--- src/smsup_pkg.sv ---
// shared types, constants and transition rules for the safety mode supervisor
// no dependencies; imported by every module of the block except smsup_ram
package smsup_pkg;

    localparam int LOG_DEPTH  = 16;
    localparam int LOG_AW     = $clog2(LOG_DEPTH);
    localparam int LOG_FW     = $clog2(LOG_DEPTH + 1);
    localparam int IDX_W      = 4;
    localparam int SUM_W      = ((LOG_AW > IDX_W) ? LOG_AW : IDX_W) + 1;
    localparam int MS_PER_S   = 1000;
    localparam int SUB_W      = $clog2(MS_PER_S);
    localparam int UPTIME_W   = 23;
    localparam int CMDQ_DEPTH = 2;
    localparam int CMDQ_AW    = $clog2(CMDQ_DEPTH);
    localparam int CMDQ_CW    = $clog2(CMDQ_DEPTH + 1);
    localparam int RESQ_DEPTH = 4;
    localparam int RESQ_AW    = $clog2(RESQ_DEPTH);
    localparam int RESQ_CW    = $clog2(RESQ_DEPTH + 1);

    typedef enum logic [1:0] {
        KIND_REQUEST,
        KIND_FORCE_SAFE,
        KIND_TICK,
        KIND_READ_HIST
    } kind_t;

    typedef enum logic [3:0] {
        ST_BOOT,
        ST_INIT,
        ST_SELF_TEST,
        ST_READY,
        ST_RUNNING,
        ST_WARNING,
        ST_FAULT,
        ST_SAFE,
        ST_SLEEP,
        ST_CALIB
    } state_t;

    localparam logic [3:0] ST_COUNT = 4'd10;

    typedef enum logic [1:0] {
        STATUS_OK,
        STATUS_REJECT,
        STATUS_NO_ENTRY
    } status_t;

    typedef enum logic [1:0] {
        ACT_NONE,
        ACT_RELAY,
        ACT_SAFE
    } action_t;

    typedef enum logic [2:0] {
        OP_REQUEST,
        OP_INVALID,
        OP_FORCE_SAFE,
        OP_TICK,
        OP_READ
    } op_t;

    typedef struct packed {
        logic [1:0]       kind;
        logic [3:0]       target_state;
        logic [7:0]       reason_code;
        logic [IDX_W-1:0] history_index;
    } item_t;

    typedef struct packed {
        logic [1:0]          status;
        logic [3:0]          state_now;
        logic                is_operational;
        logic                is_faulted;
        logic [1:0]          output_action;
        logic [31:0]         state_duration_ms;
        logic [UPTIME_W-1:0] uptime_seconds;
        logic [3:0]          hist_from;
        logic [3:0]          hist_to;
        logic [31:0]         hist_time;
        logic [7:0]          hist_reason;
    } result_t;

    // classified command handed from front to back
    typedef struct packed {
        op_t              op;
        state_t           target;
        logic [7:0]       reason;
        logic [IDX_W-1:0] index;
    } cmd_t;

    typedef struct packed {
        logic [3:0]  from_state;
        logic [3:0]  to_state;
        logic [31:0] time_ms;
        logic [7:0]  reason;
    } log_t;

    localparam int LOG_W = $bits(log_t);

    function automatic logic allowed(state_t src, state_t dst);
        logic ok;
        ok = 1'b0;
        if (src == ST_SAFE)
        begin
            ok = 1'b0;
        end
        else if (dst == ST_SAFE)
        begin
            ok = 1'b1;
        end
        else if (dst == ST_FAULT)
        begin
            ok = (src != ST_BOOT);
        end
        else
        begin
            case (src)
                ST_BOOT:      ok = (dst == ST_INIT);
                ST_INIT:      ok = (dst == ST_SELF_TEST);
                ST_SELF_TEST: ok = (dst == ST_READY);
                ST_READY:     ok = dst inside {ST_RUNNING, ST_CALIB, ST_SLEEP};
                ST_RUNNING:   ok = dst inside {ST_READY, ST_WARNING, ST_SLEEP};
                ST_WARNING:   ok = dst inside {ST_RUNNING, ST_SLEEP};
                ST_FAULT:     ok = (dst == ST_READY);
                ST_CALIB:     ok = (dst == ST_READY);
                ST_SLEEP:     ok = dst inside {ST_READY, ST_INIT};
                default:      ok = 1'b0;
            endcase
        end
        return ok;
    endfunction

    function automatic action_t action_for(state_t s);
        action_t a;
        case (s)
            ST_FAULT, ST_SLEEP: a = ACT_RELAY;
            ST_SAFE:            a = ACT_SAFE;
            default:            a = ACT_NONE;
        endcase
        return a;
    endfunction

endpackage

--- src/smsup_ram.sv ---
// generic single-write, single-read ram with registered read data
// no dependencies
module smsup_ram #(
    parameter int WIDTH = 8,
    parameter int DEPTH = 16
) (
    input  logic                     clk,
    input  logic                     we,
    input  logic [$clog2(DEPTH)-1:0] waddr,
    input  logic [WIDTH-1:0]         wdata,
    input  logic [$clog2(DEPTH)-1:0] raddr,
    output logic [WIDTH-1:0]         rdata
);

    logic [WIDTH-1:0] mem_reg [DEPTH];
    logic [WIDTH-1:0] rdata_reg;

    always_ff @(posedge clk)
    begin
        if (we)
        begin
            mem_reg[waddr] <= wdata;
        end
        rdata_reg <= mem_reg[raddr];
    end

    assign rdata = rdata_reg;

endmodule

--- src/smsup_front.sv ---
// front end: takes input beats, classifies them and queues commands for the back end
// depends on smsup_pkg
module smsup_front
    import smsup_pkg::*;
(
    input  logic  clk,
    input  logic  rst_n,
    input  logic  push,
    output logic  full,
    input  item_t item,
    output logic  cmd_valid,
    output cmd_t  cmd,
    input  logic  cmd_pop
);

    cmd_t               cmd_in;
    cmd_t               q_reg [CMDQ_DEPTH];
    logic [CMDQ_AW-1:0] wr_ptr_reg, wr_ptr_next;
    logic [CMDQ_AW-1:0] rd_ptr_reg, rd_ptr_next;
    logic [CMDQ_CW-1:0] count_reg, count_next;
    logic               push_ok;
    logic               pop_ok;

    always_comb
    begin
        cmd_in.target = state_t'(item.target_state);
        cmd_in.reason = item.reason_code;
        cmd_in.index  = item.history_index;
        case (item.kind)
            KIND_REQUEST:
                cmd_in.op = (item.target_state >= ST_COUNT) ? OP_INVALID : OP_REQUEST;
            KIND_FORCE_SAFE: cmd_in.op = OP_FORCE_SAFE;
            KIND_TICK:       cmd_in.op = OP_TICK;
            KIND_READ_HIST:  cmd_in.op = OP_READ;
            default:         cmd_in.op = OP_INVALID;
        endcase
    end

    assign full      = (count_reg == CMDQ_CW'(CMDQ_DEPTH));
    assign cmd_valid = (count_reg != '0);
    assign cmd       = q_reg[rd_ptr_reg];
    assign push_ok   = push && !full;
    assign pop_ok    = cmd_pop && cmd_valid;

    always_comb
    begin
        wr_ptr_next = wr_ptr_reg;
        rd_ptr_next = rd_ptr_reg;
        count_next  = count_reg;
        if (push_ok)
        begin
            wr_ptr_next = (wr_ptr_reg == CMDQ_AW'(CMDQ_DEPTH - 1)) ? '0 : wr_ptr_reg + 1'b1;
        end
        if (pop_ok)
        begin
            rd_ptr_next = (rd_ptr_reg == CMDQ_AW'(CMDQ_DEPTH - 1)) ? '0 : rd_ptr_reg + 1'b1;
        end
        if (push_ok && !pop_ok)
        begin
            count_next = count_reg + 1'b1;
        end
        else if (pop_ok && !push_ok)
        begin
            count_next = count_reg - 1'b1;
        end
    end

    always_ff @(posedge clk or negedge rst_n)
    begin
        if (!rst_n)
        begin
            wr_ptr_reg <= '0;
            rd_ptr_reg <= '0;
            count_reg  <= '0;
        end
        else
        begin
            wr_ptr_reg <= wr_ptr_next;
            rd_ptr_reg <= rd_ptr_next;
            count_reg  <= count_next;
        end
    end

    always_ff @(posedge clk)
    begin
        if (push_ok)
        begin
            q_reg[wr_ptr_reg] <= cmd_in;
        end
    end

endmodule

--- src/smsup_back.sv ---
// back end: supervisor state, millisecond clock, transition log and result assembly
// depends on smsup_pkg and smsup_ram
module smsup_back
    import smsup_pkg::*;
(
    input  logic               clk,
    input  logic               rst_n,
    input  logic               cmd_valid,
    input  cmd_t               cmd,
    output logic               cmd_pop,
    input  logic [RESQ_CW-1:0] resq_level,
    output logic               res_valid,
    output result_t            res
);

    localparam int FLW = RESQ_CW + 1;

    state_t              cur_reg, cur_next;
    logic [31:0]         enter_reg, enter_next;
    logic [31:0]         clock_reg, clock_next;
    logic [UPTIME_W-1:0] sec_reg, sec_next;
    logic [SUB_W-1:0]    sub_reg, sub_next;
    logic [LOG_AW-1:0]   head_reg, head_next;
    logic [LOG_FW-1:0]   fill_reg, fill_next;
    logic                s2_valid_reg;
    status_t             s2_status_reg;
    action_t             s2_action_reg;
    logic                s2_hit_reg;

    logic                exec_en;
    logic [FLW-1:0]      in_flight;
    status_t             status;
    action_t             action;
    logic                hit;
    logic                trans_en;
    state_t              trans_to;
    logic [LOG_AW-1:0]   start;
    logic [SUM_W-1:0]    sum;
    logic [LOG_AW-1:0]   raddr;
    logic                in_range;
    log_t                log_wr;
    logic [LOG_W-1:0]    ram_rdata;
    log_t                log_rd;

    // a beat may only start when the result queue is sure to have a slot for it
    assign in_flight = FLW'(resq_level) + FLW'(s2_valid_reg);
    assign exec_en   = cmd_valid && (in_flight < FLW'(RESQ_DEPTH));
    assign cmd_pop   = exec_en;

    // oldest-first position into ring address
    assign start    = (fill_reg == LOG_FW'(LOG_DEPTH)) ? head_reg : '0;
    assign sum      = SUM_W'(start) + SUM_W'(cmd.index);
    assign raddr    = (sum >= SUM_W'(LOG_DEPTH)) ? LOG_AW'(sum - SUM_W'(LOG_DEPTH))
                                                  : LOG_AW'(sum);
    assign in_range = SUM_W'(cmd.index) < SUM_W'(fill_reg);

    always_comb
    begin
        cur_next   = cur_reg;
        enter_next = enter_reg;
        clock_next = clock_reg;
        sec_next   = sec_reg;
        sub_next   = sub_reg;
        head_next  = head_reg;
        fill_next  = fill_reg;
        status     = STATUS_OK;
        action     = ACT_NONE;
        hit        = 1'b0;
        trans_en   = 1'b0;
        trans_to   = ST_SAFE;
        case (cmd.op)
            OP_REQUEST:
            begin
                if (cmd.target != cur_reg)
                begin
                    if (allowed(cur_reg, cmd.target))
                    begin
                        trans_en = 1'b1;
                        trans_to = cmd.target;
                    end
                    else
                    begin
                        status = STATUS_REJECT;
                    end
                end
            end
            OP_INVALID:
            begin
                status = STATUS_REJECT;
            end
            OP_FORCE_SAFE:
            begin
                trans_en = 1'b1;
                trans_to = ST_SAFE;
            end
            OP_TICK:
            begin
                clock_next = clock_reg + 32'd1;
                // seconds follow the wrapped millisecond clock
                if (&clock_reg)
                begin
                    sec_next = '0;
                    sub_next = '0;
                end
                else if (sub_reg == SUB_W'(MS_PER_S - 1))
                begin
                    sec_next = sec_reg + 1'b1;
                    sub_next = '0;
                end
                else
                begin
                    sub_next = sub_reg + 1'b1;
                end
            end
            OP_READ:
            begin
                if (in_range)
                begin
                    hit = 1'b1;
                end
                else
                begin
                    status = STATUS_NO_ENTRY;
                end
            end
            default:
            begin
                status = STATUS_REJECT;
            end
        endcase
        if (trans_en)
        begin
            cur_next   = trans_to;
            enter_next = clock_reg;
            head_next  = (head_reg == LOG_AW'(LOG_DEPTH - 1)) ? '0 : head_reg + 1'b1;
            if (fill_reg != LOG_FW'(LOG_DEPTH))
            begin
                fill_next = fill_reg + 1'b1;
            end
            action = action_for(trans_to);
        end
    end

    always_comb
    begin
        log_wr.from_state = cur_reg;
        log_wr.to_state   = trans_to;
        log_wr.time_ms    = clock_reg;
        log_wr.reason     = cmd.reason;
    end

    smsup_ram #(
        .WIDTH (LOG_W),
        .DEPTH (LOG_DEPTH)
    ) u_log_ram (
        .clk   (clk),
        .we    (exec_en && trans_en),
        .waddr (head_reg),
        .wdata (log_wr),
        .raddr (raddr),
        .rdata (ram_rdata)
    );

    always_ff @(posedge clk or negedge rst_n)
    begin
        if (!rst_n)
        begin
            cur_reg      <= ST_BOOT;
            enter_reg    <= '0;
            clock_reg    <= '0;
            sec_reg      <= '0;
            sub_reg      <= '0;
            head_reg     <= '0;
            fill_reg     <= '0;
            s2_valid_reg <= 1'b0;
        end
        else
        begin
            s2_valid_reg <= exec_en;
            if (exec_en)
            begin
                cur_reg   <= cur_next;
                enter_reg <= enter_next;
                clock_reg <= clock_next;
                sec_reg   <= sec_next;
                sub_reg   <= sub_next;
                head_reg  <= head_next;
                fill_reg  <= fill_next;
            end
        end
    end

    always_ff @(posedge clk)
    begin
        if (exec_en)
        begin
            s2_status_reg <= status;
            s2_action_reg <= action;
            s2_hit_reg    <= hit;
        end
    end

    // second stage: state registers already hold the values after this beat
    assign log_rd    = log_t'(ram_rdata);
    assign res_valid = s2_valid_reg;

    always_comb
    begin
        res.status            = s2_status_reg;
        res.state_now         = cur_reg;
        res.is_operational    = cur_reg inside {ST_READY, ST_RUNNING, ST_WARNING, ST_CALIB};
        res.is_faulted        = cur_reg inside {ST_FAULT, ST_SAFE};
        res.output_action     = s2_action_reg;
        res.state_duration_ms = clock_reg - enter_reg;
        res.uptime_seconds    = sec_reg;
        res.hist_from         = s2_hit_reg ? log_rd.from_state : '0;
        res.hist_to           = s2_hit_reg ? log_rd.to_state : '0;
        res.hist_time         = s2_hit_reg ? log_rd.time_ms : '0;
        res.hist_reason       = s2_hit_reg ? log_rd.reason : '0;
    end

endmodule

--- src/smsup_resq.sv ---
// result queue between the back end and the result port
// depends on smsup_pkg
module smsup_resq
    import smsup_pkg::*;
(
    input  logic               clk,
    input  logic               rst_n,
    input  logic               wr_en,
    input  result_t            wr_data,
    output logic [RESQ_CW-1:0] level,
    output logic               empty,
    input  logic               pop,
    output result_t            result
);

    result_t            q_reg [RESQ_DEPTH];
    logic [RESQ_AW-1:0] wr_ptr_reg, wr_ptr_next;
    logic [RESQ_AW-1:0] rd_ptr_reg, rd_ptr_next;
    logic [RESQ_CW-1:0] count_reg, count_next;
    logic               pop_ok;

    assign level  = count_reg;
    assign empty  = (count_reg == '0);
    assign result = q_reg[rd_ptr_reg];
    assign pop_ok = pop && !empty;

    always_comb
    begin
        wr_ptr_next = wr_ptr_reg;
        rd_ptr_next = rd_ptr_reg;
        count_next  = count_reg;
        if (wr_en)
        begin
            wr_ptr_next = (wr_ptr_reg == RESQ_AW'(RESQ_DEPTH - 1)) ? '0 : wr_ptr_reg + 1'b1;
        end
        if (pop_ok)
        begin
            rd_ptr_next = (rd_ptr_reg == RESQ_AW'(RESQ_DEPTH - 1)) ? '0 : rd_ptr_reg + 1'b1;
        end
        if (wr_en && !pop_ok)
        begin
            count_next = count_reg + 1'b1;
        end
        else if (pop_ok && !wr_en)
        begin
            count_next = count_reg - 1'b1;
        end
    end

    always_ff @(posedge clk or negedge rst_n)
    begin
        if (!rst_n)
        begin
            wr_ptr_reg <= '0;
            rd_ptr_reg <= '0;
            count_reg  <= '0;
        end
        else
        begin
            wr_ptr_reg <= wr_ptr_next;
            rd_ptr_reg <= rd_ptr_next;
            count_reg  <= count_next;
        end
    end

    always_ff @(posedge clk)
    begin
        if (wr_en)
        begin
            q_reg[wr_ptr_reg] <= wr_data;
        end
    end

endmodule

--- src/safety_mode_supervisor.sv ---
// top level of the safety mode supervisor: front end, back end and result queue
// depends on smsup_pkg, smsup_front, smsup_back, smsup_resq
//
//   channel  | handshake            | beat
//   ---------+----------------------+------------------------------
//   input    | push / full          | item   (item_t, one command)
//   result   | pop / empty          | result (result_t, one per item)
//
// one item per cycle sustained while results are taken; a result reaches the result port
// at the earliest once its input beat has passed the command queue, then execute with the log read,
// then the result queue.
// the log ram read and the state update share the execute cycle, which sets the rate.
// reset clears state, clock, ring pointers and both queues; log entries are
// never read before they are written, so the ram needs no clearing.
// a stalled result side fills the result queue, then the command queue, then raises full.
module safety_mode_supervisor
    import smsup_pkg::*;
(
    input  logic    clk,
    input  logic    rst_n,
    input  logic    push,
    output logic    full,
    input  item_t   item,
    output logic    empty,
    input  logic    pop,
    output result_t result
);

    logic               cmd_valid;
    cmd_t               cmd;
    logic               cmd_pop;
    logic [RESQ_CW-1:0] resq_level;
    logic               res_valid;
    result_t            res;

    smsup_front u_front (
        .clk       (clk),
        .rst_n     (rst_n),
        .push      (push),
        .full      (full),
        .item      (item),
        .cmd_valid (cmd_valid),
        .cmd       (cmd),
        .cmd_pop   (cmd_pop)
    );

    smsup_back u_back (
        .clk        (clk),
        .rst_n      (rst_n),
        .cmd_valid  (cmd_valid),
        .cmd        (cmd),
        .cmd_pop    (cmd_pop),
        .resq_level (resq_level),
        .res_valid  (res_valid),
        .res        (res)
    );

    smsup_resq u_resq (
        .clk     (clk),
        .rst_n   (rst_n),
        .wr_en   (res_valid),
        .wr_data (res),
        .level   (resq_level),
        .empty   (empty),
        .pop     (pop),
        .result  (result)
    );

endmodule

--- config.mk ---
export PLATFORM = sky130hd
export DESIGN_NAME = safety_mode_supervisor
export DESIGN_NICKNAME = d
export VERILOG_FILES = /design/src/smsup_pkg.sv /design/src/smsup_ram.sv /design/src/smsup_front.sv /design/src/smsup_back.sv /design/src/smsup_resq.sv /design/src/safety_mode_supervisor.sv
export SDC_FILE = /design/constraint.sdc
export NUM_CORES = 1
export LEC_CHECK = 0
export BUFFER_PORTS_ARGS = -buffer_cell sky130_fd_sc_hd__buf_2
export CORE_MARGIN = 5
export CORE_UTILIZATION = 60
export CTS_CLUSTER_DIAMETER = 150
export CTS_CLUSTER_SIZE = 10
export DETAILED_ROUTE_END_ITERATION = 8
export HOLD_SLACK_MARGIN = 0.05
export PLACE_DENSITY_LB_ADDON = 0.12
export SYNTH_ARGS = -nofsm -noshare
export SYNTH_HDL_FRONTEND = slang
export SYNTH_SLANG_ARGS = --single-unit
--- constraint.sdc ---
create_clock -name clk -period 9.9 [get_ports clk]
set_input_delay 0.495 -clock clk [delete_from_list [all_inputs] [get_ports clk]]
set_output_delay 0.495 -clock clk [all_outputs]
set_load 0.02 [all_outputs]
==> impl_metrics.yaml <==
critical_path:
  slowest_delay_ns: 1.06
  worstPathRequired_ns: 10.26
  rr_startpoint: "u_front.rd_ptr_reg"
  setup.worst_path.end_class: "register"
  path_buf_inv: 1
  slowest_stage: "dfrtp_1"
  cp_max_fo: 31
  crit_family: "simple AND/OR/NAND/NOR gates"
  crit_chain: "mux2i_2, xnor2_1, a31oi_1, or4_1, a41oi_2, and2b_4, o2111ai_1, nor2_4, buf_4"
  r2r_cells: 9
  reg2reg_slack_ns: 4.76
  r2r_end: "u_back.u_log_ram.mem_reg[14][20]"
  crit_type: "reg2reg"
  arrival_ns: 5.50
  crit_path_start_kind: "register"
die:
  die_h_um: 315
  die_w_um: 315
  io_pins: 137
  core_area_mm2: 0.0929
  start_util: 0.602
  design.die.area_mm2: 0.0995
  rows: 112
yosys:
  yosysMostFrequentCell: "edfxtp_1"
  postSynthCellCount: 2933
  yosysUniqueCellTypes: 71
  syn_area_mm2: 0.0560
  synth_area_leaders: "edfxtp_1 68%, mux4_2 12%, dfrtp_1 5.5%"
  yosys_register_bits: 1433
  ys_warn_count: 0
  synth_async_sr_flop_share: 0.0851
  synthFlopType: "edfxtp_1"
  postSynthAreaPerCell_um2: 19.1
  yosys-top-cells-count: "1263 x edfxtp_1, 305 x mux4_2, 256 x nand2_1, 122 x dfrtp_1, 79 x clkbuf_1"
  synth_edf_count: 1263
  yosysTopAreaCell: "edfxtp_1"
  syn_nets: 3014
  ys_seq_area_frac: 0.749
  synth_top_area_frac: 0.678
clock_tree:
  clock_sinks: 1433
  htreeDepth: 4
  cts-root-buf: "clkbuf_16"
  clock_latency_ns: 0.75
  cts_buffer_depth: 3
  clkTransAtPathRegs_ns: 0.05
  cts_resized: 0
  postCtsHoldBufs: 18
  cts_tree: "yes"
  cts_buffers: 161
  post-cts-setup-buffer-count: 0
timing:
  setup_tns_ns: 0
  worstMarginPinSlew_ns: 1.12
  fmax_mhz: 195
  period_needed_ns: 5.14
  final.period_utilization: 0.519
  hold_viol: 0
  max_slew_margin: 0.253
  setup_violations: 0
  rsz0062_at_grt: "no"
  layout_setup_ws_ns: 4.76
  drv_slew: 0
  fin_skew_ns: 0.0245
pwr:
  p_sw_w: 0.00569
  pwr-share-seq: 0.448
  power_frac_comb: 0.266
  pwr-share-clk: 0.287
  intPower_w: 0.0130
  power_w: 0.0186
  power_leakage_nw: 21.7
  sw_frac_of_total: 0.305
  vdd_drop_max_uv: 288
  power.density_mw_per_mm2: 295
worst_hold_path:
  hold_depth: 2
  hold_end: "u_front.q_reg[1][18]"
  hold_start: "item[16]"
  hold_path_class: "in2reg"
final_layout:
  largest_reg_flops: 768
  syn_to_final_growth_pct: 12.9
  stdcell_count: 4548
  ff_latch_area_mm2: 0.0419
  drive_gt1_frac: 0.230
  fin_nets: 3245
  fillers: 5903
  multi_input_area_mm2: 0.0134
route:
  drt-initial-drc-count: 2788
  drt-total-wl_um: 119000
  drtAntennaViolNets: 0
  via_per_inst: 6.17
  dr.pass1.iters: 6
  wl_per_cell_um: 26.3
  detailroute.via_count: 28100
  drc: 0
place:
  numPortBuffers: 136
  routabilityCongestion: 0.816
  hpwl_um: 66500
  dpl_worst_slack_ns: 4.79
  post-place-cells: 4237
status:
  status: "finished clean"
job:
  cap_violations: 0
global_route:
  grt_max_degree: 118
  antenna_found_initial: 7
  overflow: 0
  grt_pass1_wl_um: 182000
  grt_util_all_layers: 0.246
  grt_pass1_vias: 29400
worst reg2reg max path, cell delays in order (launching register included):
cell and delay (ns):
dfrtp_1 1.06, mux2i_2 0.55, xnor2_1 0.18, a31oi_1 0.09, or4_1 0.54, a41oi_2 0.26
and2b_4 0.23, o2111ai_1 0.43, nor2_4 0.73, buf_4 0.67
worst max-delay path by stage:
stage                       start                          endpoint  slack, ns  cells past startpoint
6_report       u_front.rd_ptr_reg  u_back.u_log_ram.mem_reg[14][20]       4.76                      9
5_1_grt        u_front.rd_ptr_reg  u_back.u_log_ram.mem_reg[14][10]       4.56                      9
4_1_cts        u_front.rd_ptr_reg  u_back.u_log_ram.mem_reg[15][20]       4.77                     10
3_5_place_dp   u_front.rd_ptr_reg  u_back.u_log_ram.mem_reg[15][15]       4.79                     10
3_3_place_gp   u_front.rd_ptr_reg        u_back.u_log_ram.rdata[30]       4.92                      9
2_1_floorplan   u_back.cur_reg[1]    u_back.u_log_ram.mem_reg[3][0]       3.52                     11
power groups by stage:
stage / clock network (W) / registers [W] / logic (W)
floorplan: 0 / 0.00822 / 0.00355
global placement: 0 / 0.00840 / 0.00493
detailed placement: 0 / 0.00846 / 0.00502
CTS: 0.00545 / 0.00835 / 0.00505
global route: 0.00573 / 0.00842 / 0.00536
finish: 0.00534 / 0.00834 / 0.00495
layout by cell type, fill, tap and decap left out, types with 40 or more instances in the layout:
| cell type | synthesis | final |
|---|---|---|
| edfxtp_1 | 1263 | 1263 |
| nor2_1 | 74 | 62 |
| clkbuf_16 | 0 | 166 |
| a31oi_1 | 52 | 52 |
| ha_1 | 56 | 55 |
| o21ai_0 | 40 | 40 |
| mux4_2 | 305 | 305 |
| mux2_2 | 49 | 49 |
| xnor2_1 | 76 | 74 |
| inv_1 | 72 | 72 |
| and2_1 | 59 | 55 |
| buf_4 | 2 | 41 |
| and3_1 | 56 | 56 |
| dfxtp_1 | 48 | 48 |
| buf_2 | 7 | 135 |
| a21oi_1 | 43 | 43 |
| nand2_1 | 256 | 256 |
| clkbuf_1 | 79 | 114 |
| dfrtp_1 | 122 | 120 |
metrics by stage:
stage | utilization | cell area, um^2 | hold WS [ns]
after global placement | 0.627 | 58300 | 0.467
after CTS | 0.680 | 63200 | 0.0929
after floorplan | - | 56000 | 0.199
after global routing | 0.680 | 63200 | 0.117
after detailed placement | 0.627 | 58300 | 0.476
final | 0.680 | 63200 | 0.138
per-layer routing:
| metal | vias up | track usage | share of wire |
|---|---|---|---|
| li1 | 12100 | - | - |
| met1 | 14600 | 0.349 | 0.41 |
| met2 | 1122 | 0.401 | 0.49 |
| met3 | 204 | 0.0516 | 0.078 |
| met4 | 4 | 0.0644 | 0.022 |
| met5 | - | 0 | 0.00025 |
cell families (layout without fill, tap and decap cells):
logic type | count (synthesis) | count (layout) | synth area share
mux | 362 | 362 | 0.134
other cells | 0 | 3 | 0
buf+inv | 201 | 559 | 0.0142
simple gates | 582 | 582 | 0.0503
compound gates | 197 | 197 | 0.0229
xor+xnor | 99 | 99 | 0.0155
flops | 1433 | 1433 | 0.749
fa+ha+maj | 59 | 59 | 0.0136
final cells by class:
cell class	instances	area share
Sequential cell	1433	0.664
Multi-Input combinational cell	1299	0.213
Clock buffer	280	0.0725
Tap cell	1254	0.0248
Timing Repair Buffer	197	0.0192
Inverter	72	0.00428
Clock inverter	10	0.00228
Antenna cell	3	0.000119
(Power assumes the default switching activity.)
